**src/hw/rtl/sha2fh_pkg.sv**
```systemverilog
`default_nettype none
package sha2fh_pkg;

  localparam logic [2:0] VarSha224    = 3'd0;
  localparam logic [2:0] VarSha256    = 3'd1;
  localparam logic [2:0] VarSha512224 = 3'd5;
  localparam logic [2:0] VarLast      = 3'd5;
  localparam logic [7:0] PadMark      = 8'h80;

  typedef enum logic [2:0] {
    ST_IDLE,
    ST_PAD,
    ST_ROUND,
    ST_FOLD,
    ST_OUT
  } state_e;

  typedef enum logic [1:0] {
    SEL_MSG,
    SEL_MARK,
    SEL_PAD
  } byte_sel_e;

  typedef struct packed {
    logic      absorb;
    byte_sel_e sel;
    logic      len_zone;
    logic      count;
    logic      round;
    logic      fold;
    logic      out_adv;
    logic      restart;
  } cmd_t;

  typedef struct packed {
    logic fill_last;
    logic at_len;
    logic round_last;
    logic out_last;
  } sts_t;

  function automatic logic [63:0] iv_word(input logic [2:0] v, input logic [2:0] i);
    logic [63:0] r384;
    logic [63:0] r512;
    logic [63:0] r256;
    logic [63:0] r224;
    logic [63:0] res;
    unique case (i)
      3'd0: begin
        r384 = 64'hcbbb9d5dc1059ed8; r512 = 64'h6a09e667f3bcc908;
        r256 = 64'h22312194fc2bf72c; r224 = 64'h8c3d37c819544da2;
      end
      3'd1: begin
        r384 = 64'h629a292a367cd507; r512 = 64'hbb67ae8584caa73b;
        r256 = 64'h9f555fa3c84c64c2; r224 = 64'h73e1996689dcd4d6;
      end
      3'd2: begin
        r384 = 64'h9159015a3070dd17; r512 = 64'h3c6ef372fe94f82b;
        r256 = 64'h2393b86b6f53b151; r224 = 64'h1dfab7ae32ff9c82;
      end
      3'd3: begin
        r384 = 64'h152fecd8f70e5939; r512 = 64'ha54ff53a5f1d36f1;
        r256 = 64'h963877195940eabd; r224 = 64'h679dd514582f9fcf;
      end
      3'd4: begin
        r384 = 64'h67332667ffc00b31; r512 = 64'h510e527fade682d1;
        r256 = 64'h96283ee2a88effe3; r224 = 64'h0f6d2b697bd44da8;
      end
      3'd5: begin
        r384 = 64'h8eb44a8768581511; r512 = 64'h9b05688c2b3e6c1f;
        r256 = 64'hbe5e1e2553863992; r224 = 64'h77e36f7304c48942;
      end
      3'd6: begin
        r384 = 64'hdb0c2e0d64f98fa7; r512 = 64'h1f83d9abfb41bd6b;
        r256 = 64'h2b0199fc2c85b8aa; r224 = 64'h3f9d85a86a1d36c8;
      end
      default: begin
        r384 = 64'h47b5481dbefa4fa4; r512 = 64'h5be0cd19137e2179;
        r256 = 64'h0eb72ddc81c52ca2; r224 = 64'h1112e6ad91d692a1;
      end
    endcase
    unique case (v)
      3'd0:    res = {32'd0, r384[31:0]};
      3'd1:    res = {32'd0, r512[63:32]};
      3'd2:    res = r384;
      3'd3:    res = r512;
      3'd4:    res = r256;
      default: res = r224;
    endcase
    return res;
  endfunction

  function automatic logic [3:0] word_count(input logic [2:0] v);
    logic [3:0] n;
    unique case (v)
      3'd0:    n = 4'd7;
      3'd1:    n = 4'd8;
      3'd2:    n = 4'd6;
      3'd3:    n = 4'd8;
      default: n = 4'd4;
    endcase
    return n;
  endfunction

  function automatic logic [63:0] k_word(input logic [6:0] i);
    logic [63:0] k;
    unique case (i)
      7'd0:  k = 64'h428a2f98d728ae22; 7'd1:  k = 64'h7137449123ef65cd;
      7'd2:  k = 64'hb5c0fbcfec4d3b2f; 7'd3:  k = 64'he9b5dba58189dbbc;
      7'd4:  k = 64'h3956c25bf348b538; 7'd5:  k = 64'h59f111f1b605d019;
      7'd6:  k = 64'h923f82a4af194f9b; 7'd7:  k = 64'hab1c5ed5da6d8118;
      7'd8:  k = 64'hd807aa98a3030242; 7'd9:  k = 64'h12835b0145706fbe;
      7'd10: k = 64'h243185be4ee4b28c; 7'd11: k = 64'h550c7dc3d5ffb4e2;
      7'd12: k = 64'h72be5d74f27b896f; 7'd13: k = 64'h80deb1fe3b1696b1;
      7'd14: k = 64'h9bdc06a725c71235; 7'd15: k = 64'hc19bf174cf692694;
      7'd16: k = 64'he49b69c19ef14ad2; 7'd17: k = 64'hefbe4786384f25e3;
      7'd18: k = 64'h0fc19dc68b8cd5b5; 7'd19: k = 64'h240ca1cc77ac9c65;
      7'd20: k = 64'h2de92c6f592b0275; 7'd21: k = 64'h4a7484aa6ea6e483;
      7'd22: k = 64'h5cb0a9dcbd41fbd4; 7'd23: k = 64'h76f988da831153b5;
      7'd24: k = 64'h983e5152ee66dfab; 7'd25: k = 64'ha831c66d2db43210;
      7'd26: k = 64'hb00327c898fb213f; 7'd27: k = 64'hbf597fc7beef0ee4;
      7'd28: k = 64'hc6e00bf33da88fc2; 7'd29: k = 64'hd5a79147930aa725;
      7'd30: k = 64'h06ca6351e003826f; 7'd31: k = 64'h142929670a0e6e70;
      7'd32: k = 64'h27b70a8546d22ffc; 7'd33: k = 64'h2e1b21385c26c926;
      7'd34: k = 64'h4d2c6dfc5ac42aed; 7'd35: k = 64'h53380d139d95b3df;
      7'd36: k = 64'h650a73548baf63de; 7'd37: k = 64'h766a0abb3c77b2a8;
      7'd38: k = 64'h81c2c92e47edaee6; 7'd39: k = 64'h92722c851482353b;
      7'd40: k = 64'ha2bfe8a14cf10364; 7'd41: k = 64'ha81a664bbc423001;
      7'd42: k = 64'hc24b8b70d0f89791; 7'd43: k = 64'hc76c51a30654be30;
      7'd44: k = 64'hd192e819d6ef5218; 7'd45: k = 64'hd69906245565a910;
      7'd46: k = 64'hf40e35855771202a; 7'd47: k = 64'h106aa07032bbd1b8;
      7'd48: k = 64'h19a4c116b8d2d0c8; 7'd49: k = 64'h1e376c085141ab53;
      7'd50: k = 64'h2748774cdf8eeb99; 7'd51: k = 64'h34b0bcb5e19b48a8;
      7'd52: k = 64'h391c0cb3c5c95a63; 7'd53: k = 64'h4ed8aa4ae3418acb;
      7'd54: k = 64'h5b9cca4f7763e373; 7'd55: k = 64'h682e6ff3d6b2b8a3;
      7'd56: k = 64'h748f82ee5defb2fc; 7'd57: k = 64'h78a5636f43172f60;
      7'd58: k = 64'h84c87814a1f0ab72; 7'd59: k = 64'h8cc702081a6439ec;
      7'd60: k = 64'h90befffa23631e28; 7'd61: k = 64'ha4506cebde82bde9;
      7'd62: k = 64'hbef9a3f7b2c67915; 7'd63: k = 64'hc67178f2e372532b;
      7'd64: k = 64'hca273eceea26619c; 7'd65: k = 64'hd186b8c721c0c207;
      7'd66: k = 64'heada7dd6cde0eb1e; 7'd67: k = 64'hf57d4f7fee6ed178;
      7'd68: k = 64'h06f067aa72176fba; 7'd69: k = 64'h0a637dc5a2c898a6;
      7'd70: k = 64'h113f9804bef90dae; 7'd71: k = 64'h1b710b35131c471b;
      7'd72: k = 64'h28db77f523047d84; 7'd73: k = 64'h32caab7b40c72493;
      7'd74: k = 64'h3c9ebe0a15c9bebc; 7'd75: k = 64'h431d67c49c100d4c;
      7'd76: k = 64'h4cc5d4becb3e42b6; 7'd77: k = 64'h597f299cfc657e2a;
      7'd78: k = 64'h5fcb6fab3ad6faec; 7'd79: k = 64'h6c44198c4a475817;
      default: k = 64'd0;
    endcase
    return k;
  endfunction

  function automatic logic [63:0] rr64(input logic [63:0] x, input int unsigned n);
    return (x >> n) | (x << (64 - n));
  endfunction

  function automatic logic [31:0] rr32(input logic [31:0] x, input int unsigned n);
    return (x >> n) | (x << (32 - n));
  endfunction

  function automatic logic [63:0] big_s0(input logic [63:0] x, input logic wide);
    return wide ? (rr64(x, 28) ^ rr64(x, 34) ^ rr64(x, 39))
                : {32'd0, rr32(x[31:0], 2) ^ rr32(x[31:0], 13) ^ rr32(x[31:0], 22)};
  endfunction

  function automatic logic [63:0] big_s1(input logic [63:0] x, input logic wide);
    return wide ? (rr64(x, 14) ^ rr64(x, 18) ^ rr64(x, 41))
                : {32'd0, rr32(x[31:0], 6) ^ rr32(x[31:0], 11) ^ rr32(x[31:0], 25)};
  endfunction

  function automatic logic [63:0] sml_s0(input logic [63:0] x, input logic wide);
    return wide ? (rr64(x, 1) ^ rr64(x, 8) ^ (x >> 7))
                : {32'd0, rr32(x[31:0], 7) ^ rr32(x[31:0], 18) ^ (x[31:0] >> 3)};
  endfunction

  function automatic logic [63:0] sml_s1(input logic [63:0] x, input logic wide);
    return wide ? (rr64(x, 19) ^ rr64(x, 61) ^ (x >> 6))
                : {32'd0, rr32(x[31:0], 17) ^ rr32(x[31:0], 19) ^ (x[31:0] >> 10)};
  endfunction

  function automatic logic [63:0] fit(input logic [63:0] x, input logic wide);
    return wide ? x : {32'd0, x[31:0]};
  endfunction

endpackage
`default_nettype wire

```
**src/hw/rtl/sha2fh_ctrl.sv**
```systemverilog
`default_nettype none
module sha2fh_ctrl
  import sha2fh_pkg::*;
(
  input  wire logic clk_i,
  input  wire logic rst_ni,
  input  wire logic in_valid_i,
  input  wire logic action_i,
  input  wire logic out_stall_i,
  input  sts_t      sts_i,
  output cmd_t      cmd_o,
  output logic      in_stall_o,
  output logic      out_valid_o
);

  state_e state_q, state_d;
  state_e ret_q, ret_d;
  logic   len_q, len_d;
  logic   len_now;

  always_ff @(posedge clk_i or negedge rst_ni) begin
    if (!rst_ni) begin
      state_q <= ST_IDLE;
      ret_q   <= ST_IDLE;
      len_q   <= 1'b0;
    end else begin
      state_q <= state_d;
      ret_q   <= ret_d;
      len_q   <= len_d;
    end
  end

  assign len_now = len_q | sts_i.at_len;

  always_comb begin
    state_d     = state_q;
    ret_d       = ret_q;
    len_d       = len_q;
    cmd_o       = '0;
    cmd_o.sel   = SEL_MSG;
    in_stall_o  = 1'b1;
    out_valid_o = 1'b0;
    unique case (state_q)
      ST_IDLE: begin
        in_stall_o = 1'b0;
        if (in_valid_i) begin
          cmd_o.absorb = 1'b1;
          if (!action_i) begin
            cmd_o.count = 1'b1;
            ret_d       = ST_IDLE;
            if (sts_i.fill_last) state_d = ST_ROUND;
          end else begin
            cmd_o.sel = SEL_MARK;
            len_d     = 1'b0;
            ret_d     = ST_PAD;
            state_d   = sts_i.fill_last ? ST_ROUND : ST_PAD;
          end
        end
      end
      ST_PAD: begin
        cmd_o.absorb   = 1'b1;
        cmd_o.sel      = SEL_PAD;
        cmd_o.len_zone = len_now;
        len_d          = len_now;
        if (sts_i.fill_last) begin
          state_d = ST_ROUND;
          ret_d   = len_now ? ST_OUT : ST_PAD;
        end
      end
      ST_ROUND: begin
        cmd_o.round = 1'b1;
        if (sts_i.round_last) state_d = ST_FOLD;
      end
      ST_FOLD: begin
        cmd_o.fold = 1'b1;
        state_d    = ret_q;
      end
      ST_OUT: begin
        out_valid_o = 1'b1;
        if (!out_stall_i) begin
          cmd_o.out_adv = 1'b1;
          if (sts_i.out_last) begin
            cmd_o.restart = 1'b1;
            state_d       = ST_IDLE;
          end
        end
      end
      default: state_d = ST_IDLE;
    endcase
  end

endmodule
`default_nettype wire

```
**config.mk**
```make
export PLATFORM = sky130hd
export DESIGN_NAME = sha2fh_ctrl
export DESIGN_NICKNAME = d
export VERILOG_FILES = /design/src/hw/rtl/sha2fh_pkg.sv /design/src/hw/rtl/sha2fh_ctrl.sv
export SDC_FILE = /design/constraint.sdc
export NUM_CORES = 1
export LEC_CHECK = 0
export ABC_AREA = 1
export BUFFER_PORTS_ARGS = -buffer_cell sky130_fd_sc_hd__buf_4
export CORE_AREA = 3 3 40 42
export DETAILED_ROUTE_END_ITERATION = 16
export DIE_AREA = 0 0 43 45
export PLACE_DENSITY = 0.7
export SYNTH_ARGS = -nofsm -noshare
export SYNTH_HDL_FRONTEND = slang
export SYNTH_SLANG_ARGS = --single-unit
```
**constraint.sdc**
```tcl
create_clock -name clk_i -period 1.2 [get_ports clk_i]
set_clock_uncertainty 0.05 [all_clocks]
set_input_delay 0.12 -clock clk_i [delete_from_list [all_inputs] [get_ports clk_i]]
set_output_delay 0.12 -clock clk_i [all_outputs]
set_load 0.1 [all_outputs]
```
* After elaboration in Yosys (flattened, before gate mapping)
Cells that the tools add are included.
Cells by class: eq/ne operators 10, reductions and logical operators 5, muxes and demuxes 30, bitwise operators 1
Operators with widths (count):
- two-way mux 3 bit | 10
- case mux 3 bit (5 select lines) | 1
- two-way mux 1 bit | 13
- != test 2 bit (second input constant) | 6
- case mux 3 bit (2 select lines) | 2
- == test 3 x 2 -> 1 bit (second input constant) | 2
- two-way mux 2 bit | 3
- AND reduction 3 bit | 2
- AND reduction 4 bit | 1
- == test 3 x 1 -> 1 bit (second input constant) | 1
- == test 3 bit (second input constant) | 1
- logical NOT 3 bit | 1
- case mux 1 bit (2 select lines) | 1
- nonzero test 2 bit | 1
- bitwise OR 1 bit | 1
Word-level totals: output and inout port bits 11, bits of input ports 9, flip-flop bits (word level) 7, logic and storage cells 49

* Longest topological paths before layout
Gate-level depths: netlist of run 1.
depth after elaboration 4, mapped depth 7, depth with buffers taken out 7

* Least setup slack after synthesis of run 1
Ideal clock, no wire load.
kind reg-to-output, from register state_q[0], to output port cmd_o[4] in the netlist's numbering, buffers on the path 0, arrival time 2.004 ns, data required time 1.030 ns, slack -0.974 ns, cell stages (with the launch flop) 4, path through dfrtp_1 -> nor2_1 -> nand3_2 -> nor2_1
RTL lines:
- from (decl) | line sha2fh_ctrl.sv:16 | state_e state_q, state_d;
- from (signal assigned) | line sha2fh_ctrl.sv:27 | state_q <= state_d;
- to (decl) | line sha2fh_ctrl.sv:11 | output cmd_t cmd_o,

==> out/results.txt, run 1 <==
The die is 45 µm tall. The count of maximum capacitance violations came out at 0. Summed over all instances, the cell type with the most area after synthesis is dfrtp_1. The tools report the final total negative setup slack as -3.54 ns.

Setup repair after global routing could not meet its margin everywhere. In this run the tool buffered the top-level ports with 19 buffer cells. After detailed routing, the number of vias per cell comes to 4.77.

The final number of hold-violating endpoints is 0. The checks that failed: negative setup slack. The overall overflow remaining after global route is 0.

After detailed routing, the number of remaining DRC violations is 0. At the worst endpoint, the arrival time is 1.32 ns. Number of max-slew violations in the final report: 0. The cell count after synthesis was 63; the wire length reported by the detailed router was 1580 µm. First-pass GRT wire length: 2750 µm. Counting along the longest clock path gives a buffer depth of 2. The largest individual stage delay along the critical path comes from the cell dfrtp_2. The synthesized area per cell was 6.83 µm²; the antenna diode instance count was 0.

The initial antenna violation count is 0, and the number of iterations in the first detailed-routing pass is 2. In the post-synthesis netlist, the biggest area contributors are dfrtp_1, inv_1, nand2_1. The logs give 0.672 GHz for the fmax and 10 for the iteration-0 DRC count of the detailed router. In this run, CTS created clock tree buffers numbering 3. The routed layout has 568 vias.

The remaining max-slew budget at the tightest pin was 0.871. The worst hold path belongs to the class in -> reg. The logs give 0.820 for the weighted congestion at the end of routability-driven global placement and 114 for the number of nets in the layout. When the netlist entered floorplanning its net count stood at 72. TritonCTS built the clock tree. Via count of the first global-routing pass: 620. The sequential-to-total area share from yosys stat came out at 0.349. In this design, the stage delay of the slowest critical-path cell is 0.45 ns. Entering global routing, the biggest net connects 7 pins.

The routed design could run at a clock period as short as 1.49 ns. During synthesis, Yosys emitted a total of 0 warnings. The run finished, with violations left.

The fraction of the cycle the final worst path needs came out at 1.24. In this design, the critical path's most frequently occurring cell is nor2_4. Synthesis-stage register bit count: 6. The logs give 0.188 for the total routing usage reported by global routing and 76 for the number of fill cells. The root buffer cell chosen for the clock tree is clkbuf_4. The later pin in the worst-skew pair is clocked with a latency of 0.24 ns.

Summing every instance area after synthesis gives 430 µm². Setup violations remaining at the end of the flow were counted as 16. The die is 43 µm wide.

The peak fanout along the critical path came out at 5. The critical path is of the reg -> out type. The slew at the pin closest to its max-slew limit was 0.193 ns; the proportion of netlist area held by the largest area contributor was 0.349. Element type at the critical path end: a primary output.

The fraction of layout instances using a drive strength above 1 is 0.692, and the half-perimeter wire length after placement is 942 µm. The clock-pin slew on the worst setup and hold paths came out at 0.05 ns. In this run the register-to-register setup slack is -0.22 ns. STA classifies the critical path startpoint as a flip-flop. After detailed routing, the average wire length per cell comes to 13.3 µm.

In this run the remaining antenna-violating nets after routing total 0. During I/O placement, the number of pins put on the boundary was 20. For the worst setup path, the data required time is 1.03 ns. The total area inside the core boundary comes to 1280 µm².

Counting distinct cell types in the post-synthesis netlist gives 15. Initial standard-cell utilization of the core: 0.335. The signal on the critical path passes through nor2_4 -> nand2_4 -> nor2_4 -> buf_12. The post-layout worst setup margin was -0.288 ns; the worst-case setup slack after placement was -0.104 ns. The logs give 1 for the number of H-tree levels and 13 for the cell row count. The layout overhead on the synthesized area is 144%, and the clock net sink count is 6.

The floorplan step defined a die boundary enclosing 1940 µm².
state kept, by name, summed over array words and instances, names as in the netlist:
signal,cells
state_q,3
ret_q,2
len_q,1
path summary, 6_finish.rpt:
kind                       depth (start not counted)                   start                      to
max                                                4  state_q[2]$_DFFE_PN0P_                cmd_o[5]
min                                                4                sts_i[1]  state_q[1]$_DFFE_PN0P_
max reg2reg                                        8  state_q[2]$_DFFE_PN0P_    ret_q[0]$_DFFE_PN0P_
min reg2reg                                        2       len_q$_DFFE_PN0P_       len_q$_DFFE_PN0P_
max in group asynchronous                          2                  rst_ni  state_q[2]$_DFFE_PN0P_
min in group asynchronous                          2                  rst_ni  state_q[0]$_DFFE_PN0P_
final cells by class:
| cell class | count | area, µm² | share of cell area |
|---|---|---|---|
| multi-input cells | 41 | 319 | 0.304 |
| repair buffers | 38 | 455 | 0.434 |
| clock buffers | 4 | 26.3 | 0.0250 |
| well taps | 15 | 18.8 | 0.0179 |
| flip-flops and latches | 6 | 154 | 0.147 |
| inverters | 15 | 76.3 | 0.0727 |
logic make-up (layout without fill, tap and decap cells):
| family | after synthesis | in the layout | synth area share |
|---|---|---|---|
| and+or+nand+nor | 34 | 34 | 0.422 |
| buffers and inverters | 16 | 57 | 0.148 |
| AOI/OAI and AO/OA | 7 | 7 | 0.0814 |
| DFF | 6 | 6 | 0.349 |
metrics by stage:
| stage | utilization | instance area [µm²] | std cells | hold WS [ns] |
|---|---|---|---|---|
| after floorplan | - | 507 | 63 | -0.226 |
| after global placement | 0.561 | 721 | 105 | -0.120 |
| after detailed placement | 0.561 | 721 | 105 | -0.119 |
| after CTS | 0.785 | 1010 | 114 | 0.0606 |
| after global routing | 0.817 | 1050 | 119 | 0.0932 |
| final | 0.817 | 1050 | 119 | 0.0702 |
cell usage after synthesis:
cell     instances
and2_1           1
nor2_2           2
buf_4            1
nor2_1           6
nand2_2          3
dfrtp_1          6
nand3_2          1
inv_2            2
nand4_1          1
o21ai_0          3
inv_1           13
nand2_1         11
o21ai_1          4
nand3_1          6
nor2_4           3
timing repair:
item,in CTS,in global routing
setup buffers,6,5
setup endpoints to repair,15,16
gates resized for setup,56,1
hold buffers,1,0
pin swaps,16,4
endpoints found under the hold margin,6,0
placed cells by master, fill, tap and decap left out:
master and count:
buf_4 18, buf_12 11, nor2_4 9, nand2_1 8, buf_6 8, inv_1 7, nand2_4 4, clkinvlp_4 4
nand3_1 4, o21ai_1 4, inv_2 3, clkbuf_4 3, dfrtp_1 3, dfrtp_2 3, nand2_2 2, o21ai_2 2
nand3_4 2, inv_6 1, nor2_1 1, o21ai_0 1, nand3_2 1, nor2_2 1, and2_1 1, nand4_1 1
clkbuf_1 1, dlygate4sd3_1 1
worst max-delay path: cells and delay by family (launching register included):
family	cells	cell delay (ns)
flops	1	0.45
simple gates	3	0.44
buf+inv	1	0.18
layer usage:
metal / vias to the layer above / global-route usage / wire length (µm)
met5: - / 0 / 0
met4: 0 / 0.0783 / 21
met3: 2 / 0.0279 / 46
met2: 16 / 0.353 / 894
met1: 273 / 0.213 / 617
li1: 277 / - / -
Power of run 1 is left out: the tool's default activity adds up to more than one toggle a clock period on the data nets, which glitch-free logic cannot reach.
==> inputs of run 2 (changes only) <==
--- a/config.mk
+++ b/config.mk
@@ -6,7 +6,7 @@
 export NUM_CORES = 1
 export LEC_CHECK = 0
 export ABC_AREA = 1
-export BUFFER_PORTS_ARGS = -buffer_cell sky130_fd_sc_hd__buf_4
+export BUFFER_PORTS_ARGS = -buffer_cell sky130_fd_sc_hd__buf_2
 export CORE_AREA = 3 3 40 42
 export DETAILED_ROUTE_END_ITERATION = 16
 export DIE_AREA = 0 0 43 45
==> run 2 against run 1 <==
  * The run still ends with negative setup slack left
  * Sequential cell count stayed put
  * Wire length is 12% lower
  * Core utilization is 8.7 points lower
==> out/results.txt, run 2 (same netlist as run 1, synthesis figures left out) <==
The slew at the pin closest to its max-slew limit came out at 0.202 ns (was 0.193 ns). Most frequent cells in the layout: buf_12, nor2_4, buf_4 (was buf_4, buf_12, nor2_4). For the total routing usage reported by global routing, the log shows 0.154 (was 0.188). The tools report the number of non-filler instances in the completed layout as 113 (was 119).

The top-level I/O count was 20 (unchanged). The run gives 12 (was 10) as the iteration-0 DRC count of the detailed router. The placed instance area was 793 µm² (was 721 µm²); the fraction of layout instances using a drive strength above 1 was 0.622 (was 0.692).

The startpoint kind of the worst setup timing path is a flip-flop (unchanged). The post-layout worst setup margin is -0.304 ns (was -0.288 ns), and the worst-skew pair later-pin latency is 0.25 ns (was 0.24 ns). The fmax was 0.665 GHz (was 0.672 GHz); the final standard cell area without fillers was 938 µm² (was 1050 µm²). Most common cell after layout, fill and taps aside: buf_12 (was buf_4).

The run gives 0 (unchanged) as the initial antenna violation count. The number of fill cells is 100 (was 76). Number of buffers added by the clock tree synthesis step: 3 (unchanged). The run gives 0.855 (was 0.820) as the weighted congestion at the end of routability-driven global placement. The class of the tightest hold or removal check is in -> reg (unchanged). The final critical-path required period was 1.50 ns (was 1.49 ns); the residual antenna-violating net count after detailed routing was 0 (unchanged). Data required time at the worst endpoint: 1.03 ns (about the same). The run gives 6 (unchanged) as the clock net sink count. First-pass GRT wire length: 2250 µm (was 2750 µm). The number of iterations in the first detailed-routing pass was 4 (was 2); the overall die height was 45 µm (unchanged). Top flop regs: state_q x3, ret_q x2, len_q x1 (unchanged). The register containing the most flip-flops in the final layout was state_q (unchanged). Cell at the root of the clock tree: clkbuf_4 (unchanged).

The run finished, with violations left. The largest stage delay on the critical path is 0.43 ns (was 0.45 ns), and the detail-routed net length per standard cell is 12.4 µm (was 13.3 µm). The largest net degree at the start of global routing is 7 (unchanged). The overall overflow remaining after global route was 0 (unchanged).

The element type at the critical path end is a primary output (unchanged). CP Cell Sequence: buf_4 -> inv_4 -> nor2_4 -> nand2_2 -> clkinvlp_4 -> buf_12 (was nor2_4 -> nand2_4 -> nor2_4 -> buf_12). The wire length reported by the detailed router came out at 1400 µm (was 1580 µm). Area of the die: 1940 µm² (unchanged). The run gives 108 (was 114) as the number of nets in the layout. The maximum buffer depth of the clock tree was 2 (unchanged).

Via count of the first global-routing pass: 559 (was 620). Violated checks: negative setup slack (unchanged). For the number of H-tree levels, the log shows 1 (unchanged).

Worst-path cell with the longest stage delay: dfrtp_2 (unchanged). The flip-flop count of the largest register after layout came out at 3 (unchanged). The run gives 0 (unchanged) as the final number of hold-violating endpoints. The category of the most critical setup path was reg -> out (unchanged).

The tools report the arrival time at the worst endpoint as 1.33 ns (was 1.32 ns). The peak fanout along the critical path works out to 3 (was 5). The core outline area came out at 1280 µm² (unchanged). X dimension of the die: 43 µm (unchanged). The number of max-slew violations in the final report came out at 0 (unchanged). Setup repair after global routing could not meet its margin everywhere.

The half-perimeter wire length after placement was 945 µm (was 942 µm). The kind of cell with the highest combined delay on the critical path was buffers and inverters (was flip-flops). The cell row count came out at 13 (unchanged). The routed via count divided by cell count is 4.69 (was 4.77), and the remaining max-slew budget at the tightest pin is 0.865 (was 0.871). The logs give 0.335 (unchanged) for the initial standard-cell utilization of the core and 0 (unchanged) for the count of maximum capacitance violations.

The total buffers and inverters traversed by the critical path works out to 4 (was 1). Worst slack on hold paths: 0.0830 ns (was 0.0702 ns). TritonCTS built the clock tree.

The layout overhead on the synthesized area was 118% (was 144%); the final count of negative-setup-slack endpoints was 16 (unchanged). The clock-pin slew on the worst setup and hold paths works out to 0.05 ns (about the same). The count of buffers inserted at the top-level ports came out at 19 (unchanged).

The fraction of the cycle the final worst path needs was 1.25 (was 1.24); the count of vias placed by the detailed router was 530 (was 568). The number of cells after detailed placement was 99 (was 105); the post-route DRC violation count was 0 (unchanged). The antenna diode instance count was 0 (unchanged).
## run 2: tightest hold or removal path, stage by stage
cell     delay [ns]
buf_2          0.10
nor2_4         0.04
inv_1          0.04
nand2_1        0.05
## run 2: metrics by stage
stage                     setup TNS [ns]   util  setup slack (ns)
after CTS                          -3.18  0.707            -0.301
final                              -3.81  0.730            -0.304
after detailed placement         -0.0930  0.617           -0.0262
after global placement           -0.0157  0.617           -0.0157
after floorplan                   -0.958      -            -0.211
after global routing               -4.95  0.730            -0.375
## run 2: layout make-up
class                      count  area (µm²)  share of cell area
timing repair buffer          32         372               0.396
inverter                      15        73.8              0.0787
tap                           15        18.8              0.0200
sequential                     6         154               0.164
clock buffer                   4        26.3              0.0280
multi-input combinational     41         294               0.313
## run 2: what timing repair did
item | CTS | global route
setup buffers | 7 | 4
hold buffers | 1 | 0
pin swaps | 5 | 5
gates resized for setup | 8 | 5
hold endpoints to repair | 6 | 0
setup endpoints to repair | 13 | 16
## run 2: layer usage
metal	GRT usage	up-vias	wire [µm]
met3	0.0279	4	64
met2	0.275	20	763
met1	0.171	242	537
li1	-	264	-
met4	0.0904	0	31
met5	0	-	0
## run 2: worst paths after layout
path,slack (ns),cells after the start,startpoint,endpoint
worst max-delay path,-0.30,6,state_q[1]$_DFFE_PN0P_,cmd_o[2]
worst min-delay path,0.08,4,sts_i[1],state_q[1]$_DFFE_PN0P_
worst max register to register,-0.27,8,state_q[1]$_DFFE_PN0P_,ret_q[0]$_DFFE_PN0P_
worst min register to register,0.45,2,len_q$_DFFE_PN0P_,len_q$_DFFE_PN0P_
max in group asynchronous,0.78,2,rst_ni,state_q[2]$_DFFE_PN0P_
min in group asynchronous,0.17,2,rst_ni,state_q[0]$_DFFE_PN0P_
Power of run 2 is left out for the same reason.
==> inputs of run 3 (changes only) <==
--- a/config.mk
+++ b/config.mk
@@ -10,7 +10,7 @@
 export CORE_AREA = 3 3 40 42
 export DETAILED_ROUTE_END_ITERATION = 16
 export DIE_AREA = 0 0 43 45
-export PLACE_DENSITY = 0.7
+export GPL_TIMING_DRIVEN = 1
 export SYNTH_ARGS = -nofsm -noshare
 export SYNTH_HDL_FRONTEND = slang
 export SYNTH_SLANG_ARGS = --single-unit
==> run 3 against run 2 <==
  * The flow still finishes with violations (negative setup slack)
  * Clock-buffer cell count did not move
  * Maximum frequency increased by 2.3%
  * Register-to-register slack improved by 0.05 ns
  * Final cell count decreased by 0.88%
  * Via count is 6.8% lower
  * Critical path depth decreased by 2
  * Largest cell class unchanged
==> out/results.txt, run 3 (same netlist as run 1, synthesis figures left out) <==
The remaining max-slew budget at the tightest pin was 0.880 (was 0.865). The overall die height works out to 45 µm (unchanged). For the post-route DRC violation count, the log shows 0 (unchanged). TritonCTS built the clock tree.

Area of the die: 1940 µm² (unchanged). The post-layout worst setup margin is -0.270 ns (was -0.304 ns), and the fraction of the cycle the final worst path needs is 1.22 (was 1.25). For the via count of the first global-routing pass, the log shows 455 (was 559).

Register containing the most flip-flops in the final layout: state_q (unchanged). The final count of negative-setup-slack endpoints is 16 (unchanged), and the largest net degree at the start of global routing is 7 (unchanged). The clock-pin slew on the worst setup and hold paths works out to 0.05 ns (about the same).

The tools report the first-pass GRT wire length as 1930 µm (was 2250 µm). The slew at the pin closest to its max-slew limit works out to 0.179 ns (was 0.202 ns). The tools report the top-level I/O count as 20 (unchanged). The tools report the count of vias placed by the detailed router as 494 (was 530).

Top flop regs: state_q x3, ret_q x2, len_q x1 (unchanged). The initial antenna violation count is 0 (unchanged), and the count of buffers inserted at the top-level ports is 19 (unchanged). The tools report the overall overflow remaining after global route as 0 (unchanged). The worst-skew pair later-pin latency was 0.24 ns (was 0.25 ns). The final critical-path required period was 1.47 ns (was 1.50 ns); the maximum buffer depth of the clock tree was 2 (unchanged). The tools report the placed instance area as 793 µm² (unchanged). The run gives 13 (unchanged) as the cell row count. The data required time at the worst endpoint was 1.03 ns (about the same). The run gives -0.22 ns (was -0.27 ns) as the register-to-register path setup slack. The number of fill cells was 88 (was 100); the layout overhead on the synthesized area was 121% (was 118%). The half-perimeter wire length after placement came out at 847 µm (was 945 µm).

The final number of hold-violating endpoints is 0 (unchanged), and the flip-flop count of the largest register after layout is 3 (unchanged). Startpoint kind of the worst setup timing path: a flip-flop (unchanged). The run gives 107 (was 108) as the number of nets in the layout. Violated checks: negative setup slack (unchanged). The residual antenna-violating net count after detailed routing is 0 (unchanged).

For the fmax, the log shows 0.680 GHz (was 0.665 GHz). The category of the most critical setup path is reg -> out (unchanged). The core outline area came out at 1280 µm² (unchanged).

Clock net sink count: 6 (unchanged). The number of H-tree levels came out at 1 (unchanged). The detail-routed net length per standard cell came out at 11.0 µm (was 12.4 µm).

The most common cell after layout, fill and taps aside was buf_12 (unchanged). The wire length reported by the detailed router is 1230 µm (was 1400 µm). The class of the tightest hold or removal check is in -> reg (unchanged). The flow ran to the end, but the final reports show violations.

Routed via count divided by cell count: 4.41 (was 4.69). Setup repair after global routing could not meet its margin everywhere. The number of max-slew violations in the final report was 0 (unchanged).

The number of non-filler instances in the completed layout is 112 (was 113). The element type at the critical path end was a primary output (unchanged). The weighted congestion at the end of routability-driven global placement is 0.755 (was 0.855). The x dimension of the die came out at 43 µm (unchanged). Antenna diode instance count: 0 (unchanged). Peak fanout along the critical path: 4 (was 3).

The final standard cell area without fillers is 952 µm² (was 938 µm²). The tools report the cell at the root of the clock tree as clkbuf_4 (unchanged). For the initial standard-cell utilization of the core, the log shows 0.335 (unchanged).

The iteration-0 DRC count of the detailed router is 13 (was 12), and the number of iterations in the first detailed-routing pass is 4 (unchanged). Total routing usage reported by global routing: 0.133 (was 0.154). Arrival time at the worst endpoint: 1.30 ns (was 1.33 ns).

The number of buffers added by the clock tree synthesis step came out at 3 (unchanged). The fraction of layout instances using a drive strength above 1 was 0.660 (was 0.622). The tools report the count of maximum capacitance violations as 0 (unchanged). Most frequent cells in the layout: buf_12, nor2_4, buf_4 (unchanged). The run gives 99 (unchanged) as the number of cells after detailed placement.
[run 3: critical path, cell delays in order (launching register included)]
cell	delay [ns]
dfrtp_2	0.44
nor2_4	0.19
nand3_4	0.13
nor2_4	0.12
buf_12	0.18
[run 3: path summary, 6_finish.rpt]
path | start | end | cells after the start
setup / recovery | state_q[0]$_DFFE_PN0P_ | cmd_o[6] | 4
hold / removal | sts_i[1] | state_q[1]$_DFFE_PN0P_ | 4
setup reg to reg | state_q[0]$_DFFE_PN0P_ | ret_q[2]$_DFFE_PN0P_ | 8
hold reg to reg | len_q$_DFFE_PN0P_ | len_q$_DFFE_PN0P_ | 2
max in group asynchronous | rst_ni | state_q[0]$_DFFE_PN0P_ | 2
min in group asynchronous | rst_ni | state_q[2]$_DFFE_PN0P_ | 2
[run 3: final cells by class]
class / count / area [µm²] / share of cell area
Timing Repair Buffer: 31 / 360 / 0.378
Tap cell: 15 / 18.8 / 0.0197
Sequential cell: 6 / 154 / 0.162
Multi-Input combinational cell: 41 / 322 / 0.338
Inverter: 15 / 71.3 / 0.0749
Clock buffer: 4 / 26.3 / 0.0276
[run 3: metrics by stage]
stage	hold WS [ns]	setup TNS [ns]	setup slack (ns)	utilization
after global placement	-0.101	-0.0250	-0.0231	0.617
after global routing	0.111	-4.09	-0.312	0.741
after CTS	0.0762	-2.96	-0.279	0.698
after detailed placement	-0.100	-0.0822	-0.0298	0.617
after floorplan	-0.226	-0.958	-0.211	-
final	0.0846	-3.26	-0.270	0.741
[run 3: repair_timing]
| item | 4_1_cts | 5_1_grt |
|---|---|---|
| gates cloned | 0 | 0 |
| buffers inserted | 6 | 2 |
| hold endpoints to repair | 6 | 0 |
| resized for setup | 6 | 9 |
| hold buffers | 1 | 0 |
| pin swaps | 10 | 9 |
| setup endpoints to repair | 13 | 16 |
[run 3: routing by layer]
metal  share of wire  up-vias  global-route usage
met5               0        -                   0
met4          0.0073        0              0.0904
met3           0.041        2              0.0120
met2            0.55       12               0.219
met1            0.40      223               0.167
li1                -      257                   -
Power of run 3 is left out for the same reason.
